**src/hdl/thick_line_rasterizer_macros.svh**
```systemverilog
// assertion macros for the line rasterizer
`ifndef THICK_LINE_RASTERIZER_MACROS_SVH
`define THICK_LINE_RASTERIZER_MACROS_SVH

// same-cycle implication, checked out of reset
`define TLR_ASSERT_SAME(lbl, ante, cons, msg) \
    lbl: assert property (@(posedge i_clk) disable iff (!i_rst_n) (ante) |-> (cons)) \
        else $error(msg);

// next-cycle implication, checked out of reset
`define TLR_ASSERT_NEXT(lbl, ante, cons, msg) \
    lbl: assert property (@(posedge i_clk) disable iff (!i_rst_n) (ante) |=> (cons)) \
        else $error(msg);

`endif

```
**src/hdl/tlr_pkg.sv**
```systemverilog
package tlr_pkg;

    localparam int COORD_BITS    = 12;
    localparam int POS_BITS      = COORD_BITS + 1;
    localparam int ERR_BITS      = POS_BITS + 2;
    localparam int FRAME_BITS    = 12;
    localparam int ADDR_BITS     = 22;
    localparam int COLOR_BITS    = 16;
    localparam int THICK_BITS    = 3;
    localparam int HALF_BITS     = 2;
    localparam int STAMP_BITS    = HALF_BITS + 1;
    localparam int MAX_THICKNESS = 7;
    localparam int FRAME_RESET   = 240;

    typedef enum logic {
        OP_LOAD = 1'b0,
        OP_STEP = 1'b1
    } t_opcode;

    typedef enum logic {
        REG_FRAME_WIDTH  = 1'b0,
        REG_FRAME_HEIGHT = 1'b1
    } t_reg_index;

    typedef struct packed {
        logic [ADDR_BITS-1:0]  pixel_address;
        logic [COLOR_BITS-1:0] pixel_color;
        logic                  write_enable;
        logic                  line_done;
    } t_result;

endpackage

```
**src/hdl/thick_line_rasterizer.sv**
```systemverilog
// a step's pixel write enters the output register, or the skid stage on a stall
// throughput: one transaction per cycle while the skid stage is empty; output
//   register plus skid stage take one more transaction while a result is stalled
// loads and steps without an active line produce no result
// reset (synchronous, active low): no line active, outputs empty, frame 240 x 240
`include "thick_line_rasterizer_macros.svh"

module thick_line_rasterizer (
    input  logic                                 i_clk,
    input  logic                                 i_rst_n,

    input  logic                                 i_cfg_valid,
    output logic                                 o_cfg_ready,
    input  logic                                 i_cfg_index,
    input  logic [tlr_pkg::FRAME_BITS-1:0]       i_cfg_data,

    input  logic                                 i_in_valid,
    output logic                                 o_in_ready,
    input  logic                                 i_opcode,
    input  logic signed [tlr_pkg::COORD_BITS-1:0] i_x_start,
    input  logic signed [tlr_pkg::COORD_BITS-1:0] i_y_start,
    input  logic signed [tlr_pkg::COORD_BITS-1:0] i_x_end,
    input  logic signed [tlr_pkg::COORD_BITS-1:0] i_y_end,
    input  logic signed [tlr_pkg::COORD_BITS-1:0] i_x_shift,
    input  logic signed [tlr_pkg::COORD_BITS-1:0] i_y_shift,
    input  logic [7:0]                           i_red,
    input  logic [7:0]                           i_green,
    input  logic [7:0]                           i_blue,
    input  logic [tlr_pkg::THICK_BITS-1:0]       i_thickness,
    input  logic                                 i_swap_bytes,

    output logic                                 o_out_valid,
    input  logic                                 i_out_ready,
    output logic [tlr_pkg::ADDR_BITS-1:0]        o_pixel_address,
    output logic [tlr_pkg::COLOR_BITS-1:0]       o_pixel_color,
    output logic                                 o_write_enable,
    output logic                                 o_line_done
);

    import tlr_pkg::*;

    localparam int PROD_BITS = COORD_BITS + FRAME_BITS;
    localparam int CMP_BITS  = ERR_BITS + 2;

    // configuration
    logic [FRAME_BITS-1:0] r_frame_width;
    logic [FRAME_BITS-1:0] r_frame_height;

    // line state
    logic signed [POS_BITS-1:0] r_cur_x, r_cur_y, r_end_x, r_end_y;
    logic signed [POS_BITS-1:0] n_cur_x, n_cur_y, n_end_x, n_end_y;
    logic [POS_BITS-1:0]        r_delta_x, r_delta_y, n_delta_x, n_delta_y;
    logic                       r_dir_x_neg, r_dir_y_neg, n_dir_x_neg, n_dir_y_neg;
    logic signed [ERR_BITS-1:0] r_error, n_error;
    logic [STAMP_BITS-1:0]      r_stamp_dx, r_stamp_dy, n_stamp_dx, n_stamp_dy;
    logic [HALF_BITS-1:0]       r_half, n_half;
    logic [COLOR_BITS-1:0]      r_color, n_color;
    logic                       r_active, n_active;

    // output register and skid stage
    t_result r_out, n_out, r_skid, n_skid;
    logic    r_out_valid, n_out_valid, r_skid_valid, n_skid_valid;

    logic in_accept, step_accept, load_accept, res_new, out_free;
    t_result w_res;

    // load path
    logic signed [POS_BITS-1:0] w_x1, w_y1, w_x2, w_y2;
    logic [COLOR_BITS-1:0]      w_packed;
    logic [THICK_BITS-1:0]      w_thick;

    // step path
    logic [STAMP_BITS-1:0]      w_side;
    logic signed [STAMP_BITS:0] w_off_x, w_off_y;
    logic signed [POS_BITS:0]   w_px, w_py;
    logic                       w_inside, w_last_stamp, w_at_end, w_done;
    logic [PROD_BITS-1:0]       w_prod;
    logic signed [CMP_BITS-1:0] w_e2, w_dx_ext, w_dy_ext;
    logic                       w_move_x, w_move_y;

    assign o_cfg_ready = 1'b1;
    assign o_in_ready  = !r_skid_valid;

    assign in_accept   = i_in_valid && o_in_ready;
    assign load_accept = in_accept && (t_opcode'(i_opcode) == OP_LOAD);
    assign step_accept = in_accept && (t_opcode'(i_opcode) == OP_STEP) && r_active;
    assign res_new     = step_accept;
    assign out_free    = !r_out_valid || i_out_ready;

    // load arithmetic
    always_comb begin
        w_x1 = POS_BITS'(i_x_start) + POS_BITS'(i_x_shift);
        w_y1 = POS_BITS'(i_y_start) + POS_BITS'(i_y_shift);
        w_x2 = POS_BITS'(i_x_end) + POS_BITS'(i_x_shift);
        w_y2 = POS_BITS'(i_y_end) + POS_BITS'(i_y_shift);
        w_packed = {i_red[7:3], i_green[7:2], i_blue[7:3]};
        if (i_swap_bytes) begin
            w_packed = {w_packed[7:0], w_packed[15:8]};
        end
        w_thick = i_thickness;
        if (w_thick > THICK_BITS'(MAX_THICKNESS)) begin
            w_thick = THICK_BITS'(MAX_THICKNESS);
        end
    end

    // stamp pixel and bresenham step
    always_comb begin
        w_side  = {r_half, 1'b0};
        w_off_x = $signed({1'b0, r_stamp_dx}) - $signed((STAMP_BITS+1)'(r_half));
        w_off_y = $signed({1'b0, r_stamp_dy}) - $signed((STAMP_BITS+1)'(r_half));
        w_px    = (POS_BITS+1)'(r_cur_x) + (POS_BITS+1)'(w_off_x);
        w_py    = (POS_BITS+1)'(r_cur_y) + (POS_BITS+1)'(w_off_y);

        w_inside = !w_px[POS_BITS] && !w_py[POS_BITS]
                && (w_px[POS_BITS-1:0] < POS_BITS'(r_frame_width))
                && (w_py[POS_BITS-1:0] < POS_BITS'(r_frame_height));

        w_prod = PROD_BITS'(w_py[COORD_BITS-1:0]) * PROD_BITS'(r_frame_width);

        w_res.pixel_address = '0;
        if (w_inside) begin
            w_res.pixel_address = ADDR_BITS'(w_prod + PROD_BITS'(w_px[COORD_BITS-1:0]));
        end
        w_res.pixel_color  = r_color;
        w_res.write_enable = w_inside;

        w_last_stamp = (r_stamp_dx == w_side) && (r_stamp_dy == w_side);
        w_at_end     = (r_cur_x == r_end_x) && (r_cur_y == r_end_y);
        w_done       = w_last_stamp && w_at_end;
        w_res.line_done = w_done;

        w_e2     = CMP_BITS'(r_error) <<< 1;
        w_dx_ext = $signed(CMP_BITS'(r_delta_x));
        w_dy_ext = $signed(CMP_BITS'(r_delta_y));
        w_move_x = w_e2 > -w_dy_ext;
        w_move_y = w_e2 < w_dx_ext;
    end

    // state next values
    always_comb begin
        n_cur_x     = r_cur_x;
        n_cur_y     = r_cur_y;
        n_end_x     = r_end_x;
        n_end_y     = r_end_y;
        n_delta_x   = r_delta_x;
        n_delta_y   = r_delta_y;
        n_dir_x_neg = r_dir_x_neg;
        n_dir_y_neg = r_dir_y_neg;
        n_error     = r_error;
        n_stamp_dx  = r_stamp_dx;
        n_stamp_dy  = r_stamp_dy;
        n_half      = r_half;
        n_color     = r_color;
        n_active    = r_active;

        if (load_accept) begin
            n_cur_x     = w_x1;
            n_cur_y     = w_y1;
            n_end_x     = w_x2;
            n_end_y     = w_y2;
            n_delta_x   = (w_x2 >= w_x1) ? unsigned'(w_x2 - w_x1) : unsigned'(w_x1 - w_x2);
            n_delta_y   = (w_y2 >= w_y1) ? unsigned'(w_y2 - w_y1) : unsigned'(w_y1 - w_y2);
            n_dir_x_neg = !(w_x1 < w_x2);
            n_dir_y_neg = !(w_y1 < w_y2);
            n_error     = $signed(ERR_BITS'(n_delta_x)) - $signed(ERR_BITS'(n_delta_y));
            n_half      = HALF_BITS'(w_thick >> 1);
            n_stamp_dx  = '0;
            n_stamp_dy  = '0;
            n_color     = w_packed;
            n_active    = 1'b1;
        end else if (step_accept) begin
            if (r_stamp_dx < w_side) begin
                n_stamp_dx = r_stamp_dx + 1'b1;
            end else begin
                n_stamp_dx = '0;
                if (r_stamp_dy < w_side) begin
                    n_stamp_dy = r_stamp_dy + 1'b1;
                end else begin
                    n_stamp_dy = '0;
                end
            end
            if (w_done) begin
                n_active = 1'b0;
            end else if (w_last_stamp) begin
                n_error = r_error
                        - (w_move_x ? $signed(ERR_BITS'(r_delta_y)) : '0)
                        + (w_move_y ? $signed(ERR_BITS'(r_delta_x)) : '0);
                if (w_move_x) begin
                    n_cur_x = r_dir_x_neg ? r_cur_x - 1'b1 : r_cur_x + 1'b1;
                end
                if (w_move_y) begin
                    n_cur_y = r_dir_y_neg ? r_cur_y - 1'b1 : r_cur_y + 1'b1;
                end
            end
        end
    end

    // output register and skid next values
    always_comb begin
        n_out        = r_out;
        n_out_valid  = r_out_valid;
        n_skid       = r_skid;
        n_skid_valid = r_skid_valid;
        if (out_free) begin
            if (r_skid_valid) begin
                n_out        = r_skid;
                n_out_valid  = 1'b1;
                n_skid_valid = 1'b0;
            end else if (res_new) begin
                n_out       = w_res;
                n_out_valid = 1'b1;
            end else begin
                n_out_valid = 1'b0;
            end
        end else if (res_new) begin
            n_skid       = w_res;
            n_skid_valid = 1'b1;
        end
    end

    always_ff @(posedge i_clk) begin
        if (!i_rst_n) begin
            r_frame_width  <= FRAME_BITS'(FRAME_RESET);
            r_frame_height <= FRAME_BITS'(FRAME_RESET);
        end else if (i_cfg_valid && o_cfg_ready) begin
            unique case (t_reg_index'(i_cfg_index))
                REG_FRAME_WIDTH:  r_frame_width  <= i_cfg_data;
                REG_FRAME_HEIGHT: r_frame_height <= i_cfg_data;
                default: ;
            endcase
        end
    end

    always_ff @(posedge i_clk) begin
        if (!i_rst_n) begin
            r_active     <= 1'b0;
            r_stamp_dx   <= '0;
            r_stamp_dy   <= '0;
            r_out_valid  <= 1'b0;
            r_skid_valid <= 1'b0;
        end else begin
            r_active     <= n_active;
            r_stamp_dx   <= n_stamp_dx;
            r_stamp_dy   <= n_stamp_dy;
            r_out_valid  <= n_out_valid;
            r_skid_valid <= n_skid_valid;
        end
    end

    always_ff @(posedge i_clk) begin
        r_cur_x     <= n_cur_x;
        r_cur_y     <= n_cur_y;
        r_end_x     <= n_end_x;
        r_end_y     <= n_end_y;
        r_delta_x   <= n_delta_x;
        r_delta_y   <= n_delta_y;
        r_dir_x_neg <= n_dir_x_neg;
        r_dir_y_neg <= n_dir_y_neg;
        r_error     <= n_error;
        r_half      <= n_half;
        r_color     <= n_color;
        r_out       <= n_out;
        r_skid      <= n_skid;
    end

    assign o_out_valid     = r_out_valid;
    assign o_pixel_address = r_out.pixel_address;
    assign o_pixel_color   = r_out.pixel_color;
    assign o_write_enable  = r_out.write_enable;
    assign o_line_done     = r_out.line_done;

    `TLR_ASSERT_SAME(a_skid_behind_out, r_skid_valid, r_out_valid, "skid holds data with empty output")
    `TLR_ASSERT_SAME(a_stamp_bounded, r_active, (r_stamp_dx <= w_side) && (r_stamp_dy <= w_side), "stamp counter past side")
    `TLR_ASSERT_NEXT(a_done_ends_line, step_accept && w_done, !r_active, "line still active after last pixel")
    `TLR_ASSERT_NEXT(a_load_arms, load_accept, r_active && (r_stamp_dx == '0) && (r_stamp_dy == '0), "load did not arm line")

endmodule

```
**config.mk**
```make
export PLATFORM = sky130hd
export DESIGN_NAME = thick_line_rasterizer
export DESIGN_NICKNAME = d
export VERILOG_FILES = /design/src/hdl/tlr_pkg.sv /design/src/hdl/thick_line_rasterizer.sv
export VERILOG_INCLUDE_DIRS = /design/src /design/src/hdl
export SDC_FILE = /design/constraint.sdc
export NUM_CORES = 1
export LEC_CHECK = 0
export ABC_AREA = 1
export BUFFER_PORTS_ARGS = -buffer_cell sky130_fd_sc_hd__buf_2
export CORE_MARGIN = 2
export CORE_UTILIZATION = 55
export CTS_CLUSTER_SIZE = 24
export DETAILED_ROUTE_END_ITERATION = 6
export PLACE_DENSITY = 0.76
export SYNTH_ARGS = -nofsm -noshare
export SYNTH_HDL_FRONTEND = slang
export SYNTH_SLANG_ARGS = --single-unit
export TNS_END_PERCENT = 100
```
**constraint.sdc**
```tcl
create_clock -name i_clk -period 7.94 [get_ports i_clk]
set_clock_uncertainty 0.15 [all_clocks]
set_input_delay 0.397 -clock i_clk [delete_from_list [all_inputs] [get_ports i_clk]]
set_output_delay 0.397 -clock i_clk [all_outputs]
set_load 0.03 [all_outputs]
```
==> impl_metrics.toml <==
[status]
run_status = "finished clean"

[cts]
post-cts-setup-buffers = 0
cts.sinks = 226
max-clock-path-buffers = 3
worst_skew_pair.late_latency_ns = 0.56
tritoncts = "yes"
numCtsBuffers = 25
htreeDepth = 1
cts.reportedPaths.clkPinSlew_ns = 0.06
root_buffer = "clkbuf_16"

[critical_path]
path_common_cell = "inv_1"
rr_startpoint = "r_half[0]"
critPathBufInv = 10
r2r_end = "r_skid[33]"
type_of_destination_of_the_critical_path = "flop"
max_stage_delay_ns = 0.55
timing.critical_path.from_type = "flop"
worst-r2r-setup-slack_ns = 0.40
worstPathMaxFanout = 7
worst_path_max_delay_cell = "fa_1"
cp-startpoint = "r_half[0]"
arrival_ns = 7.81
worstRegToRegCells = 34
crit_required_ns = 8.21
path_delay_family = "adder cells"
path_class = "reg -> reg"

[routing]
detail_route.drc_violations = 0
drt_pass_1_iters = 6
viasPerCell = 5.39
via_count = 20900
wl_um = 64800
drtAntennaViolNets = 0
detail_route.wl_per_cell_um = 16.7
drt_iter0_markers = 1521

[sta]
layout_min_cycle_time_ns = 7.54
timing_worst_slew_pin_value_ns = 1.15
max_slew_headroom_at_the_worst_pin = 0.229
setup-violations-final = 0
fin_ws_ns = 0.403
fmax_mhz = 133
slew_violations = 0
final.period_utilization = 0.949
total_count_of_hold_check_failures_in_the_final_report = 0

[worst_hold_path]
min_to = "r_color[0]"
hold_path.startpoint = "i_blue[3]"
hold_class = "in -> reg"
worst_hold_path.num_cells = 3

[global_route]
track_usage = 0.282
grt_pass1_wl_um = 105000
grt_overflow_total = 0
largest_net_degree_at_the_start_of_global_routing = 63
via_count_of_the_first_global_routing_pass = 21300
number_of_antenna_violations_at_the_first_check_in_global_routing = 0

[die]
core.rowCount = 77
start_util = 0.554
ios = 162
fp.dieArea_um2 = 45900
chipWidth_um = 214
die-height_um = 214
core_um2 = 43900

[layout]
area.sequential_um2 = 6460
antennaDiodeCount = 0
finalNetCount = 3831
layout.cells.most_common = "nand2_1"
final_standard_cell_count_with_taps_included_and_fillers_excluded = 3887
multiInputGateArea_um2 = 15300
layout.cells.most_common_list = "nand2_1 (642), inv_1 (609), ha_1 (298), a21oi_1 (225), nor2_1 (208)"
layout-area-overhead-vs-synth_pct = 11.3
fraction_of_layout_cells_with_a_size_suffix_above_1 = 0.101
final_core_utilization = 0.617
fillers = 3929

[placement]
detailedPlace.worstSlack_ns = 0.250
dp_cells = 3822
number_of_i_o_port_buffers = 151
hpwl_dp_um = 53100
place_congestion = 0.953

[synth]
yosys_warnings = 0
synth.distinct_cells = 64
synth.yosys.seq_area_share = 0.265
synth-edff-count = 193
synth_nets = 3631
postSynthRegisterBits = 226
synth_area_um2 = 24300
synthArstFlopShare = 0
syn_inst = 3076
ys.flop_type = "edfxtp_1"
synth.avg_cell_area_um2 = 7.91

[run]
maxCapViolations = 0
## per-layer routing
| layer | vias up | track usage | part of all wire |
|---|---|---|---|
| li1 | 10300 | - | - |
| met1 | 9798 | 0.349 | 0.42 |
| met2 | 671 | 0.511 | 0.49 |
| met3 | 138 | 0.0265 | 0.055 |
| met4 | 0 | 0.107 | 0.039 |
| met5 | - | 0 | 0 |
## sequential cells by signal, summed over array words and instances, names as in the netlist, 2 cells and up
| signal | cells |
|---|---|
| r_cur_y | 13 |
| r_half | 2 |
| r_error | 15 |
| r_stamp_dy | 3 |
| o_pixel_color | 16 |
| r_end_x | 13 |
| r_skid | 40 |
| r_delta_x | 13 |
| r_cur_x | 13 |
| r_frame_width | 12 |
| r_color | 16 |
| r_delta_y | 13 |
| o_pixel_address | 22 |
| r_frame_height | 12 |
| r_end_y | 13 |
| r_stamp_dx | 3 |
## synthesized netlist by cell type, types with 5 or more instances
| master | number | share of area |
|---|---|---|
| a211oi_1 | 6 | 0.0019 |
| a21o_1 | 13 | 0.0040 |
| a21oi_1 | 226 | 0.046 |
| a22oi_1 | 5 | 0.0015 |
| a31oi_1 | 17 | 0.0044 |
| buf_2 | 8 | 0.0016 |
| clkbuf_1 | 34 | 0.0052 |
| dfxtp_1 | 33 | 0.027 |
| edfxtp_1 | 193 | 0.24 |
| fa_1 | 138 | 0.11 |
| ha_1 | 298 | 0.15 |
| inv_1 | 610 | 0.094 |
| inv_2 | 10 | 0.0015 |
| nand2_1 | 642 | 0.099 |
| nand2_2 | 6 | 0.0015 |
| nand3_1 | 103 | 0.021 |
| nand3b_1 | 9 | 0.0028 |
| nand4_1 | 25 | 0.0064 |
| nor2_1 | 210 | 0.032 |
| nor2_2 | 6 | 0.0015 |
| nor2_4 | 15 | 0.0069 |
| nor3_1 | 26 | 0.0053 |
| nor4_1 | 10 | 0.0026 |
| o211ai_1 | 18 | 0.0056 |
| o21a_1 | 7 | 0.0022 |
| o21ai_0 | 138 | 0.028 |
| o21ai_1 | 11 | 0.0023 |
| o21bai_1 | 18 | 0.0056 |
| o22ai_1 | 8 | 0.0021 |
| o311ai_0 | 6 | 0.0022 |
| or2_2 | 25 | 0.0064 |
| xnor2_1 | 32 | 0.012 |
| xor2_1 | 111 | 0.040 |
## final cells by class
class | instances | area share
clock inverter | 15 | 0.00790
timing repair buffer | 225 | 0.0502
sequential | 226 | 0.238
inverter | 625 | 0.0867
clock buffer | 31 | 0.0250
multi-input combinational | 2173 | 0.565
tap | 592 | 0.0273
## tightest hold or removal path: cells and delay by family
kind	cells	cell delay [ns]
compound gates	1	0.12
buf+inv	2	0.12
## metrics by stage
step	hold WS (ns)	area (um2)	TNS, ns
floorplan	0.277	24300	0
global placement	0.280	26000	0
detailed placement	0.289	26000	0
CTS	0.00707	27100	0
global route	0.0480	27100	-0.00724
finish	0.0337	27100	0
## repair_timing
| action | 4_1_cts | 5_1_grt |
|---|---|---|
| endpoints found under the setup margin | 0 | 11 |
| hold buffers | 19 | 0 |
| gates resized for setup | 0 | 5 |
| endpoints found under the hold margin | 24 | 0 |
## worst max path at each step
stage,end,slack (ns),cells after the start
detailed placement,o_pixel_address[21],0.25,29
floorplan,o_pixel_address[16],0.49,33
global placement,o_pixel_address[21],0.33,29
CTS,o_pixel_address[21],0.21,29
global route,o_pixel_address[21],-0.007,30
finish,r_skid[33],0.40,34
## cells by family after synthesis
group / synth area share
simple gates: 0.191
buf+inv: 0.107
compound gates: 0.117
fa+ha+maj: 0.267
flops: 0.265
xor+xnor: 0.0515
mux: 0.000874
other cells: 0.000154
Power is not shown: default switching activity piles up to over one toggle a cycle in this logic, so the estimate is an artifact.
